$ cat src/design/rlfb_pkg.sv
// Shared types and constants for the LED chain frame builder.
`default_nettype none

package rlfb_pkg;

  typedef enum logic [1:0] {
    OP_WRITE  = 2'd0,
    OP_BRIGHT = 2'd1,
    OP_SEND   = 2'd2
  } op_t;

  typedef enum logic [1:0] {
    KIND_START = 2'd0,
    KIND_LED   = 2'd1,
    KIND_END   = 2'd2
  } kind_t;

  localparam logic REG_RING_LENGTH = 1'b0;
  localparam logic REG_LED_COUNT   = 1'b1;

  localparam logic [5:0] RING_LENGTH_RST = 6'd32;
  localparam logic [5:0] LED_COUNT_RST   = 6'd4;
  localparam logic [5:0] FRAME_LED_MAX   = 6'd32;

  localparam logic [2:0]  LED_HEADER = 3'b111;
  localparam logic [31:0] START_WORD = 32'h0000_0000;
  localparam logic [31:0] END_WORD   = 32'hFFFF_FFFF;

  typedef struct packed {
    logic [5:0] ring_length;
    logic [5:0] led_count;
  } cfg_t;

  typedef struct packed {
    logic        wr_color;
    logic        wr_bright;
    logic [4:0]  bright;
    logic [23:0] color;
  } store_wr_t;

endpackage

`default_nettype wire

$ cat src/design/rgb_led_chain_frame_builder.sv
// Top level of the LED chain frame builder: configuration registers and block wiring.
//
// Requests arrive on the in_ channel (valid/ready). A write request sets one LED entry.
// A brightness request rewrites the brightness of the leading entries, one entry per
// cycle, and keeps the block busy until that sweep ends. A send request produces a frame
// on the out_ channel: a start word of zeros, led_count LED words {111, brightness,
// blue, green, red} read from a ring over the store, and an all-ones end word flagged by
// out_last_word. The first word is loaded into the output register in the start state,
// which the request enters on acceptance, and words then follow one per cycle while the
// receiver takes them; the pace is set by the single read port of the LED store, whose
// read address runs one entry ahead of the output register. in_ready is low from
// acceptance until the end word has been loaded into the output register.
// A stalled receiver simply freezes the sequencer: the output register holds its word
// and the store read address holds, so nothing is lost or repeated.
// After reset the store is cleared by a pass over every entry during which no request
// is accepted; ring_length resets to 32 and led_count to 4. The APB port must be
// written only while the block is idle; the block itself does not enforce this.
`default_nettype none

module rgb_led_chain_frame_builder #(
  parameter int STORE_DEPTH = 32
) (
  input  wire logic        clk,
  input  wire logic        rst_n,
  input  wire logic        in_valid,
  output logic             in_ready,
  input  wire logic [1:0]  in_opcode,
  input  wire logic [4:0]  in_position,
  input  wire logic [7:0]  in_red,
  input  wire logic [7:0]  in_green,
  input  wire logic [7:0]  in_blue,
  input  wire logic [4:0]  in_brightness,
  input  wire logic [5:0]  in_entry_count,
  output logic             out_valid,
  input  wire logic        out_ready,
  output logic [31:0]      out_frame_word,
  output logic [1:0]       out_word_kind,
  output logic             out_last_word,
  input  wire logic        psel,
  input  wire logic        penable,
  input  wire logic        pwrite,
  input  wire logic [2:0]  paddr,
  input  wire logic [31:0] pwdata,
  output logic [31:0]      prdata,
  output logic             pready
);

  localparam int AddrW = (STORE_DEPTH > 1) ? $clog2(STORE_DEPTH) : 1;
  localparam int IdxW  = (AddrW > 6) ? AddrW : 6;

  logic [5:0]          ring_length_r;
  logic [5:0]          led_count_r;
  logic                cfg_wr;
  rlfb_pkg::cfg_t      cfg;
  logic [AddrW-1:0]    wr_addr;
  rlfb_pkg::store_wr_t wr;
  logic [AddrW-1:0]    rd_addr;
  logic [4:0]          rd_bright;
  logic [23:0]         rd_color;

  // Registers sit at byte addresses 0 and 4; bit 2 of the address picks one.
  assign pready = 1'b1;
  assign cfg_wr = psel && penable && pwrite && pready;

  always_ff @(posedge clk) begin
    if (!rst_n) begin
      ring_length_r <= rlfb_pkg::RING_LENGTH_RST;
      led_count_r   <= rlfb_pkg::LED_COUNT_RST;
    end else if (cfg_wr) begin
      if (paddr[2] == rlfb_pkg::REG_RING_LENGTH) begin
        ring_length_r <= pwdata[5:0];
      end else begin
        led_count_r <= pwdata[5:0];
      end
    end
  end

  always_comb begin
    if (paddr[2] == rlfb_pkg::REG_LED_COUNT) begin
      prdata = {26'd0, led_count_r};
    end else begin
      prdata = {26'd0, ring_length_r};
    end
  end

  assign cfg.ring_length = ring_length_r;
  assign cfg.led_count   = led_count_r;

  rlfb_ctrl #(
    .Depth (STORE_DEPTH),
    .AddrW (AddrW),
    .IdxW  (IdxW)
  ) u_ctrl (
    .clk            (clk),
    .rst_n          (rst_n),
    .in_valid       (in_valid),
    .in_ready       (in_ready),
    .in_opcode      (in_opcode),
    .in_position    (in_position),
    .in_red         (in_red),
    .in_green       (in_green),
    .in_blue        (in_blue),
    .in_brightness  (in_brightness),
    .in_entry_count (in_entry_count),
    .cfg            (cfg),
    .out_valid      (out_valid),
    .out_ready      (out_ready),
    .out_frame_word (out_frame_word),
    .out_word_kind  (out_word_kind),
    .out_last_word  (out_last_word),
    .wr_addr        (wr_addr),
    .wr             (wr),
    .rd_addr        (rd_addr),
    .rd_bright      (rd_bright),
    .rd_color       (rd_color)
  );

  rlfb_store #(
    .Depth (STORE_DEPTH),
    .AddrW (AddrW)
  ) u_store (
    .clk       (clk),
    .wr_addr   (wr_addr),
    .wr        (wr),
    .rd_addr   (rd_addr),
    .rd_bright (rd_bright),
    .rd_color  (rd_color)
  );

endmodule

`default_nettype wire

$ cat src/design/rlfb_store.sv
// LED entry store: color and brightness arrays, one write port, registered read.
`default_nettype none

module rlfb_store #(
  parameter int Depth = 32,
  parameter int AddrW = 5
) (
  input  wire logic                clk,
  input  wire logic [AddrW-1:0]    wr_addr,
  input  wire rlfb_pkg::store_wr_t wr,
  input  wire logic [AddrW-1:0]    rd_addr,
  output logic [4:0]               rd_bright,
  output logic [23:0]              rd_color
);

  logic [23:0] color_mem  [Depth];
  logic [4:0]  bright_mem [Depth];
  logic [23:0] rd_color_r;
  logic [4:0]  rd_bright_r;

  // Brightness is a separate array so a brightness sweep needs no read.
  always_ff @(posedge clk) begin
    if (wr.wr_color) begin
      color_mem[wr_addr] <= wr.color;
    end
    if (wr.wr_bright) begin
      bright_mem[wr_addr] <= wr.bright;
    end
    rd_color_r  <= color_mem[rd_addr];
    rd_bright_r <= bright_mem[rd_addr];
  end

  assign rd_color  = rd_color_r;
  assign rd_bright = rd_bright_r;

endmodule

`default_nettype wire

$ cat src/design/rlfb_ctrl.sv
// Sequencer: clear pass, entry writes, brightness sweep and frame emission.
`default_nettype none

module rlfb_ctrl #(
  parameter int Depth = 32,
  parameter int AddrW = 5,
  parameter int IdxW  = 6
) (
  input  wire logic                 clk,
  input  wire logic                 rst_n,
  input  wire logic                 in_valid,
  output logic                      in_ready,
  input  wire logic [1:0]           in_opcode,
  input  wire logic [4:0]           in_position,
  input  wire logic [7:0]           in_red,
  input  wire logic [7:0]           in_green,
  input  wire logic [7:0]           in_blue,
  input  wire logic [4:0]           in_brightness,
  input  wire logic [5:0]           in_entry_count,
  input  wire rlfb_pkg::cfg_t       cfg,
  output logic                      out_valid,
  input  wire logic                 out_ready,
  output logic [31:0]               out_frame_word,
  output logic [1:0]                out_word_kind,
  output logic                      out_last_word,
  output logic [AddrW-1:0]          wr_addr,
  output rlfb_pkg::store_wr_t       wr,
  output logic [AddrW-1:0]          rd_addr,
  input  wire logic [4:0]           rd_bright,
  input  wire logic [23:0]          rd_color
);

  typedef enum logic [2:0] {
    ST_CLEAR,
    ST_IDLE,
    ST_BRIGHT,
    ST_START,
    ST_LED,
    ST_END
  } state_t;

  localparam logic [5:0]      DEPTH_CAP = (Depth > 63) ? 6'd63 : 6'(Depth);
  localparam logic [IdxW-1:0] LAST_IDX  = IdxW'(Depth - 1);

  state_t              state_r, state_nxt;
  logic [IdxW-1:0]     idx_r, idx_nxt;
  logic [5:0]          rem_r, rem_nxt;
  logic [5:0]          len_r, len_nxt;
  logic [4:0]          bright_r, bright_nxt;
  logic                out_valid_r, out_valid_nxt;
  logic [31:0]         out_word_r, out_word_nxt;
  rlfb_pkg::kind_t     out_kind_r, out_kind_nxt;
  logic                out_last_r, out_last_nxt;

  logic                accept;
  logic                slot_free;
  logic                load;
  logic [5:0]          len_eff;
  logic [5:0]          n_eff;
  logic [5:0]          pos_eff;
  logic [5:0]          cnt_eff;
  logic                in_range;
  logic [IdxW-1:0]     idx_inc;
  logic [IdxW-1:0]     led_next;

  assign in_ready  = (state_r == ST_IDLE);
  assign accept    = in_valid && in_ready;
  assign slot_free = !out_valid_r || out_ready;
  assign load      = slot_free &&
                     ((state_r == ST_START) || (state_r == ST_LED) || (state_r == ST_END));

  always_comb begin
    if (cfg.ring_length == 6'd0) begin
      len_eff = 6'd1;
    end else if (cfg.ring_length > DEPTH_CAP) begin
      len_eff = DEPTH_CAP;
    end else begin
      len_eff = cfg.ring_length;
    end
  end

  assign n_eff    = (cfg.led_count > rlfb_pkg::FRAME_LED_MAX) ? rlfb_pkg::FRAME_LED_MAX
                                                               : cfg.led_count;
  assign pos_eff  = ({1'b0, in_position} >= len_eff) ? 6'd0 : {1'b0, in_position};
  assign cnt_eff  = (in_entry_count > DEPTH_CAP) ? DEPTH_CAP : in_entry_count;
  assign in_range = (int'(in_position) < Depth);
  assign idx_inc  = idx_r + IdxW'(1);
  assign led_next = (idx_inc >= IdxW'(len_r)) ? '0 : idx_inc;

  // The read address runs one entry ahead whenever an LED word is taken,
  // so the registered read data always belongs to idx_r while sending.
  assign rd_addr = (state_r == ST_LED && load) ? AddrW'(led_next) : AddrW'(idx_r);

  always_comb begin
    wr      = '0;
    wr_addr = AddrW'(idx_r);
    case (state_r)
      ST_CLEAR: begin
        wr.wr_color  = 1'b1;
        wr.wr_bright = 1'b1;
      end
      ST_BRIGHT: begin
        wr.wr_bright = 1'b1;
        wr.bright    = bright_r;
      end
      ST_IDLE: begin
        if (accept && in_opcode == rlfb_pkg::OP_WRITE && in_range) begin
          wr.wr_color  = 1'b1;
          wr.wr_bright = 1'b1;
          wr.color     = {in_blue, in_green, in_red};
          wr.bright    = in_brightness;
          wr_addr      = AddrW'(in_position);
        end
      end
      default: ;
    endcase
  end

  always_comb begin
    state_nxt     = state_r;
    idx_nxt       = idx_r;
    rem_nxt       = rem_r;
    len_nxt       = len_r;
    bright_nxt    = bright_r;
    out_word_nxt  = out_word_r;
    out_kind_nxt  = out_kind_r;
    out_last_nxt  = out_last_r;
    if (load) begin
      out_valid_nxt = 1'b1;
    end else if (out_ready) begin
      out_valid_nxt = 1'b0;
    end else begin
      out_valid_nxt = out_valid_r;
    end

    unique case (state_r)
      ST_CLEAR: begin
        idx_nxt = idx_inc;
        if (idx_r == LAST_IDX) begin
          state_nxt = ST_IDLE;
          idx_nxt   = '0;
        end
      end
      ST_IDLE: begin
        if (accept) begin
          case (in_opcode)
            rlfb_pkg::OP_BRIGHT: begin
              if (cnt_eff != 6'd0) begin
                state_nxt  = ST_BRIGHT;
                idx_nxt    = '0;
                rem_nxt    = cnt_eff;
                bright_nxt = in_brightness;
              end
            end
            rlfb_pkg::OP_SEND: begin
              state_nxt = ST_START;
              idx_nxt   = IdxW'(pos_eff);
              len_nxt   = len_eff;
              rem_nxt   = n_eff;
            end
            default: ;
          endcase
        end
      end
      ST_BRIGHT: begin
        idx_nxt = idx_inc;
        rem_nxt = rem_r - 6'd1;
        if (rem_r == 6'd1) begin
          state_nxt = ST_IDLE;
        end
      end
      ST_START: begin
        if (load) begin
          out_word_nxt = rlfb_pkg::START_WORD;
          out_kind_nxt = rlfb_pkg::KIND_START;
          out_last_nxt = 1'b0;
          state_nxt    = (rem_r == 6'd0) ? ST_END : ST_LED;
        end
      end
      ST_LED: begin
        if (load) begin
          out_word_nxt = {rlfb_pkg::LED_HEADER, rd_bright, rd_color};
          out_kind_nxt = rlfb_pkg::KIND_LED;
          out_last_nxt = 1'b0;
          idx_nxt      = led_next;
          rem_nxt      = rem_r - 6'd1;
          if (rem_r == 6'd1) begin
            state_nxt = ST_END;
          end
        end
      end
      ST_END: begin
        if (load) begin
          out_word_nxt = rlfb_pkg::END_WORD;
          out_kind_nxt = rlfb_pkg::KIND_END;
          out_last_nxt = 1'b1;
          state_nxt    = ST_IDLE;
        end
      end
      default: ;
    endcase
  end

  always_ff @(posedge clk) begin
    if (!rst_n) begin
      state_r     <= ST_CLEAR;
      idx_r       <= '0;
      out_valid_r <= 1'b0;
    end else begin
      state_r     <= state_nxt;
      idx_r       <= idx_nxt;
      out_valid_r <= out_valid_nxt;
      rem_r       <= rem_nxt;
      len_r       <= len_nxt;
      bright_r    <= bright_nxt;
      out_word_r  <= out_word_nxt;
      out_kind_r  <= out_kind_nxt;
      out_last_r  <= out_last_nxt;
    end
  end

  assign out_valid      = out_valid_r;
  assign out_frame_word = out_word_r;
  assign out_word_kind  = out_kind_r;
  assign out_last_word  = out_last_r;

  a_no_load_when_ready: assert property (@(posedge clk) disable iff (!rst_n)
    in_ready |-> !load)
    else $error("frame word loaded while accepting requests");

  a_last_is_end: assert property (@(posedge clk) disable iff (!rst_n)
    (out_valid_r && out_last_r) |-> (out_kind_r == rlfb_pkg::KIND_END))
    else $error("last flag on a word that is not the end word");

  a_no_write_in_frame: assert property (@(posedge clk) disable iff (!rst_n)
    ((state_r == ST_START) || (state_r == ST_LED) || (state_r == ST_END))
      |-> !(wr.wr_color || wr.wr_bright))
    else $error("store written while a frame is being sent");

  a_ring_in_bounds: assert property (@(posedge clk) disable iff (!rst_n)
    (state_r == ST_LED) |-> (idx_r < IdxW'(len_r)))
    else $error("ring position beyond ring length");

endmodule

`default_nettype wire

$ cat config.mk
export PLATFORM = sky130hd
export DESIGN_NAME = rgb_led_chain_frame_builder
export DESIGN_NICKNAME = d
export VERILOG_FILES = /design/src/design/rlfb_pkg.sv /design/src/design/rgb_led_chain_frame_builder.sv /design/src/design/rlfb_store.sv /design/src/design/rlfb_ctrl.sv
export SDC_FILE = /design/constraint.sdc
export NUM_CORES = 1
export LEC_CHECK = 0
export ABC_AREA = 0
export BUFFER_PORTS_ARGS = -buffer_cell sky130_fd_sc_hd__clkbuf_2
export CELL_PAD_IN_SITES_DETAIL_PLACEMENT = 0
export CELL_PAD_IN_SITES_GLOBAL_PLACEMENT = 1
export CORE_ASPECT_RATIO = 2
export CORE_MARGIN = 4
export CORE_UTILIZATION = 48
export CTS_BUF_LIST = sky130_fd_sc_hd__clkbuf_4 sky130_fd_sc_hd__clkbuf_8 sky130_fd_sc_hd__clkbuf_16
export DETAILED_ROUTE_END_ITERATION = 10
export PLACE_DENSITY_LB_ADDON = 0.1
export SLEW_MARGIN = 25
export SYNTH_ARGS = -nofsm -noshare
export SYNTH_HDL_FRONTEND = slang
export SYNTH_HIERARCHICAL = 1
export SYNTH_SLANG_ARGS = --single-unit
$ cat constraint.sdc
create_clock -name clk -period 4 [get_ports clk]
set_input_delay 0.2 -clock clk [delete_from_list [all_inputs] [get_ports clk]]
set_output_delay 0.2 -clock clk [all_outputs]
set_load 0.02 [all_outputs]
**Word level (Yosys, flattened, before mapping)**

Memories as Yosys holds them, arrays and structs flattened. A register that Yosys moved wholly into a read port is not among the register bits.
Cells that the tools add are included.

- Register bits after elaboration: 74
- Bits in writable memories: 928
- Memories: 2

- $add $sub $neg: 2
- Magnitude comparators: 5
- Equality and inequality tests: 19
- Mux-type cells: 54
- Bitwise logic cells: 1
- Reduce and logical (&&, ||, !) cells: 32

Memories:

| name | words | width | read ports | clocked after Yosys merged registers in | wr ports | line | RTL |
|---|---|---|---|---|---|---|---|
| u_store.color_mem | 32 | 24 | 1 | 1 | 1 | rlfb_store.sv:16 | `logic [23:0] color_mem [Depth];` |
| u_store.bright_mem | 32 | 5 | 1 | 1 | 1 | rlfb_store.sv:17 | `logic [4:0] bright_mem [Depth];` |

Operators by type and width:

| kind | number |
|---|---|
| 2-to-1 mux 32 bit | 3 |
| case mux 32 bit (3 select lines) | 1 |
| 2-to-1 mux 6 bit | 13 |
| 2-to-1 mux 31 bit | 1 |
| 2-to-1 mux 24 bit | 1 |
| 2-to-1 mux 3 bit | 8 |
| case mux 6 bit (2 select lines) | 2 |
| case mux 6 bit (4 select lines) | 1 |
| 2-to-1 mux 5 bit | 4 |
| > comparator 6 bit (second input constant) | 3 |
| case mux 3 bit (6 select lines) | 1 |
| case mux 6 bit (3 select lines) | 1 |
| AND reduction 5 bit | 3 |
| zero test 6 bit | 2 |
| inequality test 2 x 1 -> 1 bit (second input constant) | 6 |
| nonzero test 6 bit | 2 |
| case mux 5 bit (2 select lines) | 1 |
| AND reduction 10 bit | 1 |
| 2-to-1 mux 1 bit | 9 |
| AND reduction 4 bit | 2 |
| adder 6 x 1 -> 6 bit (second input constant) | 1 |
| == test 3 x 2 -> 1 bit (second input constant) | 2 |
| == test 3 bit (second input constant) | 2 |
| == test 6 x 1 -> 1 bit (second input constant) | 1 |
| other kinds (25) | 42 |

**Depth between registers and ports, before layout**

- Depth in word-level cells: 8
- Mapped depth: 16

**Hierarchy**

Netlist, hierarchy kept.

Modules (own cells, without submodules):

| module | times used | cells an instance | area each (um^2) | sequential area each (um^2) |
|---|---|---|---|---|
| rlfb_store | 1 | 2099 | 37045.5 | 28447.3 |
| rlfb_ctrl | 1 | 372 | 3487.1 | 1701.6 |
| rgb_led_chain_frame_builder | 1 | 87 | 788.3 | 240.2 |

**Least setup slack after synthesis**

OpenSTA, ideal clock, no wires.

- Kind: reg2reg
- Start: register u_ctrl.state_r[2]
- End: memory u_store.color_mem[4][0] (enable)
- Setup time: 0.405 ns
- Arrival: 3.540 ns
- Required time: 3.595 ns
- Path slack: 0.055 ns
- Stages on the path, launching flop included: 12
- Cell sequence: dfxtp_1 > buf_2 > nor3b_4 > nand2_1 > nor3_4 > clkbuf_1 > nand2_1 > o21ai_0 > clkbuf_1 > or3b_2 > clkbuf_1 > nor2_1

- Elaborated cells on any way between the ends: 10

RTL lines:

| element | line | RTL |
|---|---|---|
| from (decl) | rlfb_ctrl.sv:45 | `state_t state_r, state_nxt;` |
| from (signal assigned) | rlfb_ctrl.sv:210 | `state_r <= state_nxt;` |
| == test 3 x 1 -> 1 bit * | rlfb_ctrl.sv:66 | `assign in_ready = (state_r == ST_IDLE);` |
| net in_ready | rgb_led_chain_frame_builder.sv:26 | `output logic in_ready,` |
| logical AND 1 bit | rlfb_ctrl.sv:67 | `assign accept = in_valid && in_ready;` |
| logical AND 1 bit | rlfb_ctrl.sv:107 | `if (accept && in_opcode == rlfb_pkg::OP_WRITE && in_range) begin` |
| 2-to-1 mux 5 bit | rlfb_ctrl.sv:107 |  |
| 2-to-1 mux 5 bit * | rlfb_ctrl.sv:97 | `case (state_r)` |
| net wr_addr[2] | rgb_led_chain_frame_builder.sv:55 | `logic [AddrW-1:0] wr_addr;` |
| to (decl) | rlfb_store.sv:16 |  |

The timed path passes the listed nets; every way through them passes the cells marked *.

**Final worst setup path**

- Start: register u_ctrl.idx_r[0]
- End: register u_store.rd_color_r[8] (netlist: u_store/rd_color[8]) (read register of u_store.color_mem)

- Word-level cells in the longest chain between the ends: 4

Ends and longest elaborated chain:

| element | line | RTL |
|---|---|---|
| from (decl) | rlfb_ctrl.sv:46 | `logic [IdxW-1:0] idx_r, idx_nxt;` |
| from (signal assigned) | rlfb_ctrl.sv:211 | `idx_r <= idx_nxt;` |
| adder 6 x 1 -> 6 bit | rlfb_ctrl.sv:87 | `assign idx_inc = idx_r + IdxW'(1);` |
| >= comparator 6 bit | rlfb_ctrl.sv:88 | `assign led_next = (idx_inc >= IdxW'(len_r)) ? '0 : idx_inc;` |
| 2-to-1 mux 6 bit | rlfb_ctrl.sv:88 |  |
| 2-to-1 mux 5 bit * | rlfb_ctrl.sv:92 | `assign rd_addr = (state_r == ST_LED && load) ? AddrW'(led_next) : AddrW'(idx_r);` |
| net rd_addr[0] | rgb_led_chain_frame_builder.sv:57 | `logic [AddrW-1:0] rd_addr;` |
| to (decl) | rlfb_store.sv:18 | `logic [23:0] rd_color_r;` |

Marked as above.
A chain may end at the register's enable or synchronous reset.

==> results.cfg <==
[yosys]
syn_avg_cell_area_um2 = 16.2
async_flop_share_pct = 0
ys_top_cells_by_count = edfxtp_1 (978), mux2i_1 (479), nor2_1 (149)
ys_top_cells_by_area = edfxtp_1 (71%), mux2i_1 (12%), dfxtp_1 (2.5%), a22oi_1 (1.7%), nor2_1 (1.4%)
yosysMostFrequentCell = edfxtp_1
synth_edf_count = 978
synth.distinct_cells = 62
ys_seq_area_share_pct = 73.5
yosys.area.top_type = edfxtp_1
ys_seq_elements = 1029
ys_warn_count = 6
synth_flop_cell = edfxtp_1
synth_top_cell_area_share_pct = 71.1
synthesis.area_um2 = 41300
synth_cells = 2558

[clock_tree]
cts_root_buf = clkbuf_16
cts.sinks = 1029
h-tree-depth = 3
cts_setup_buffers = 0
cts_made_buffers = 89
cts.clk_slew.worst_paths_ns = 0.06
insertion_delay_ns = 0.69
ctsLongestPathBuffers = 3
cts_tree = done

[critical_path]
crit_path_start_kind = flip-flop
cp_top_family = compound AO/OA/AOI/OAI gates
cpPeakStageDelay_ns = 0.46
arrival_ns = 4.37
crit_top_cell = buf_12
crit_path_max_fanout = 26
critical_path_class = flip-flop to flip-flop
path_buf_inv = 4
end_kind = flip-flop
critPathSlowestCell = dfxtp_1
required_ns = 4.54
worstPathCellList = ha_1 -> nand3_2 -> xnor2_1 -> ha_1 -> nand4_1 -> o221a_2 -> nand3_1 -> o21ai_4 -> buf_12 -> buf_12 -> buf_12 -> buf_12 -> mux2i_1 -> a22oi_1 -> a31oi_1 -> nand3_1

[sta]
fin_skew_ns = 0.0225
slew_headroom_pct = 34.1
period_share_pct = 95.8
hold_ws_ns = 0.0757
fmax_mhz = 261
fin_crit_ns = 3.83
tightest_slew_ns = 0.988
slew_viol_final = 0
finalHoldViolations = 0
setup_violations = 0
setup_tns_ns = 0

[layout]
fin_area_um2 = 48000
nFillCells = 6735
area_growth_syn_to_layout_pct = 16.2
final_layout_size_suffix_gt1_share_pct = 18.0
final_net_count = 2916
regArea_um2 = 30400
multiInputGateArea_um2 = 10000
diodes = 0

[run]
cap_violations = 0

[pwr]
p_leak_nw = 16.2
p_per_area_nw_per_um2 = 462
ir_drop_uv = 353

[global_route]
grt_usage_pct = 24.0
antenna_found_initial = 1
grt_max_degree = 45
grt-ovfl-total = 0
grt_pass1_vias = 23960
grt_pass1_wl_um = 158000

[floorplanning]
initial_core_util_pct = 48.3
coreArea_um2 = 85600
io_pins = 154
die_w_um = 215
rows = 152
die-area_um2 = 91100
die_h_um = 423

[routing]
drtIter0Drc = 1498
via_per_inst = 5.74
vias = 22790
drc_errors = 0
dr.pass1.iters = 5
wl_um = 110000
postRouteAntennaNets = 0
wire_per_inst_um = 27.6

[place]
gp_congestion = 0.777
port_buffers = 98
place_area_um2 = 44700
dp_hpwl_um = 67900

[worst_hold_path]
hold_path.class = input port to flip-flop

[outcome]
outcome = finished, final reports clean
## cell families (layout without fill, tap and decap cells)
family                     count (synthesis)  after routing  synth area share, %
DFF                                     1029           1029                 73.5
and+or+nand+nor                          491            491                 5.51
muxes                                    489            489                 11.9
AOI/OAI and AO/OA                        325            325                 5.35
buffers and inverters                    199            509                 3.09
adders and majority gates                 14             14                0.424
xor gates and xnor gates                   9              9                0.191
other                                      2             27               0.0182
## sequential cells by signal, summed over array words and instances (netlist names)
register and count:
u_ctrl/state_r 3, u_ctrl/len_r 6, led_count_r 6, u_ctrl/idx_r 6, u_ctrl/bright_r 5, u_ctrl/out_last_word 1, u_ctrl/out_frame_word 30, u_ctrl/out_valid 1
u_ctrl/rem_r 6, u_ctrl/out_word_kind 2, u_store/color_mem 768, ring_length_r 6, u_store/rd_bright 5, u_store/bright_mem 160, u_store/rd_color 24
## worst reg2reg max path, delay by kind of cell (launching register included)
family / cells / cell delay (ns)
compound gates: 4 / 0.81
mux: 1 / 0.20
buf+inv: 4 / 0.86
xor+xnor: 1 / 0.33
simple gates: 4 / 0.48
fa+ha+maj: 2 / 0.56
flops: 1 / 0.46
## worst paths after layout
kind | start | cells after the start | end | slack (ns)
max | u_ctrl/idx_r[0] | 16 | u_store/rd_color[8] | 0.17
min reg2reg | u_ctrl/idx_r[5] | 2 | u_ctrl/idx_r[5] | 0.51
min | out_ready | 3 | u_ctrl/out_valid | 0.08
max reg2reg | u_ctrl/idx_r[0] | 16 | u_store/rd_color[8] | 0.17
## report_power, final
group / switching, mW / leakage, nW / internal [mW] / total (mW)
Sequential: 0.101 / 8.95 / 11.8 / 11.9
Clock: 3.88 / 1.53 / 5.05 / 8.92
Combinational: 0.812 / 5.75 / 0.565 / 1.38
Total: 4.79 / 16.2 / 17.4 / 22.2
## stage by stage
step | utilization [%] | std cells | worst slack (ns) | total power, mW
after floorplan | - | 2583 | 0.0551 | 12.9
after CTS | 56.1 | 3971 | 0.152 | 22.4
after global routing | 56.1 | 3971 | -0.0110 | 22.9
after global placement | 52.2 | 3778 | 0.185 | 13.5
after detailed placement | 52.2 | 3778 | 0.181 | 13.5
final | 56.1 | 3971 | 0.169 | 22.2
## layer usage
| layer | share of wire [%] | track usage (%) | vias to the layer above | routed length, um |
|---|---|---|---|---|
| met3 | 3.7 | 3.02 | 189 | 4030 |
| li1 | - | - | 10323 | - |
| met1 | 35 | 25.0 | 11643 | 38000 |
| met4 | 4.5 | 10.5 | 2 | 4930 |
| met5 | 0.012 | 0 | - | 13 |
| met2 | 57 | 47.3 | 633 | 62800 |
## timing repair
action	4_1_cts	5_1_grt
hold buffers	27	0
gates resized for setup	0	2
endpoints found under the hold margin	27	0
setup endpoints to repair	0	8
## cell type report
| class | count | share of cell area [%] |
|---|---|---|
| multi-input combinational | 1355 | 20.9 |
| inverter | 20 | 0.156 |
| sequential | 1029 | 63.3 |
| clock inverter | 49 | 1.08 |
| tap | 1078 | 2.81 |
| clock buffer | 117 | 5.29 |
| timing repair buffer | 323 | 6.50 |
## layout by cell type (no fill, tap or decap), drive strengths merged, types with 3 or more instances in the layout
cell type,instances
bufinv,8
inv,27
nand2b,8
a22oi,94
a21o,4
dfxtp,51
nor2b,9
a221oi,5
clkbuf,215
clkinv,31
clkinvlp,3
nand3b,5
a21oi,107
buf,198
or2,4
mux2i,479
a31oi,32
a311oi,3
nor3b,5
xnor2,6
or3b,5
xor2,3
o21ai,10
nor2,150
mux2,10
nand3,97
dlygate4sd3,27
nor3,36
a22o,59
edfxtp,978
nand2,135
ha,14
and2,26
conb,27
Note: power is estimated with default switching activity, not from simulation.
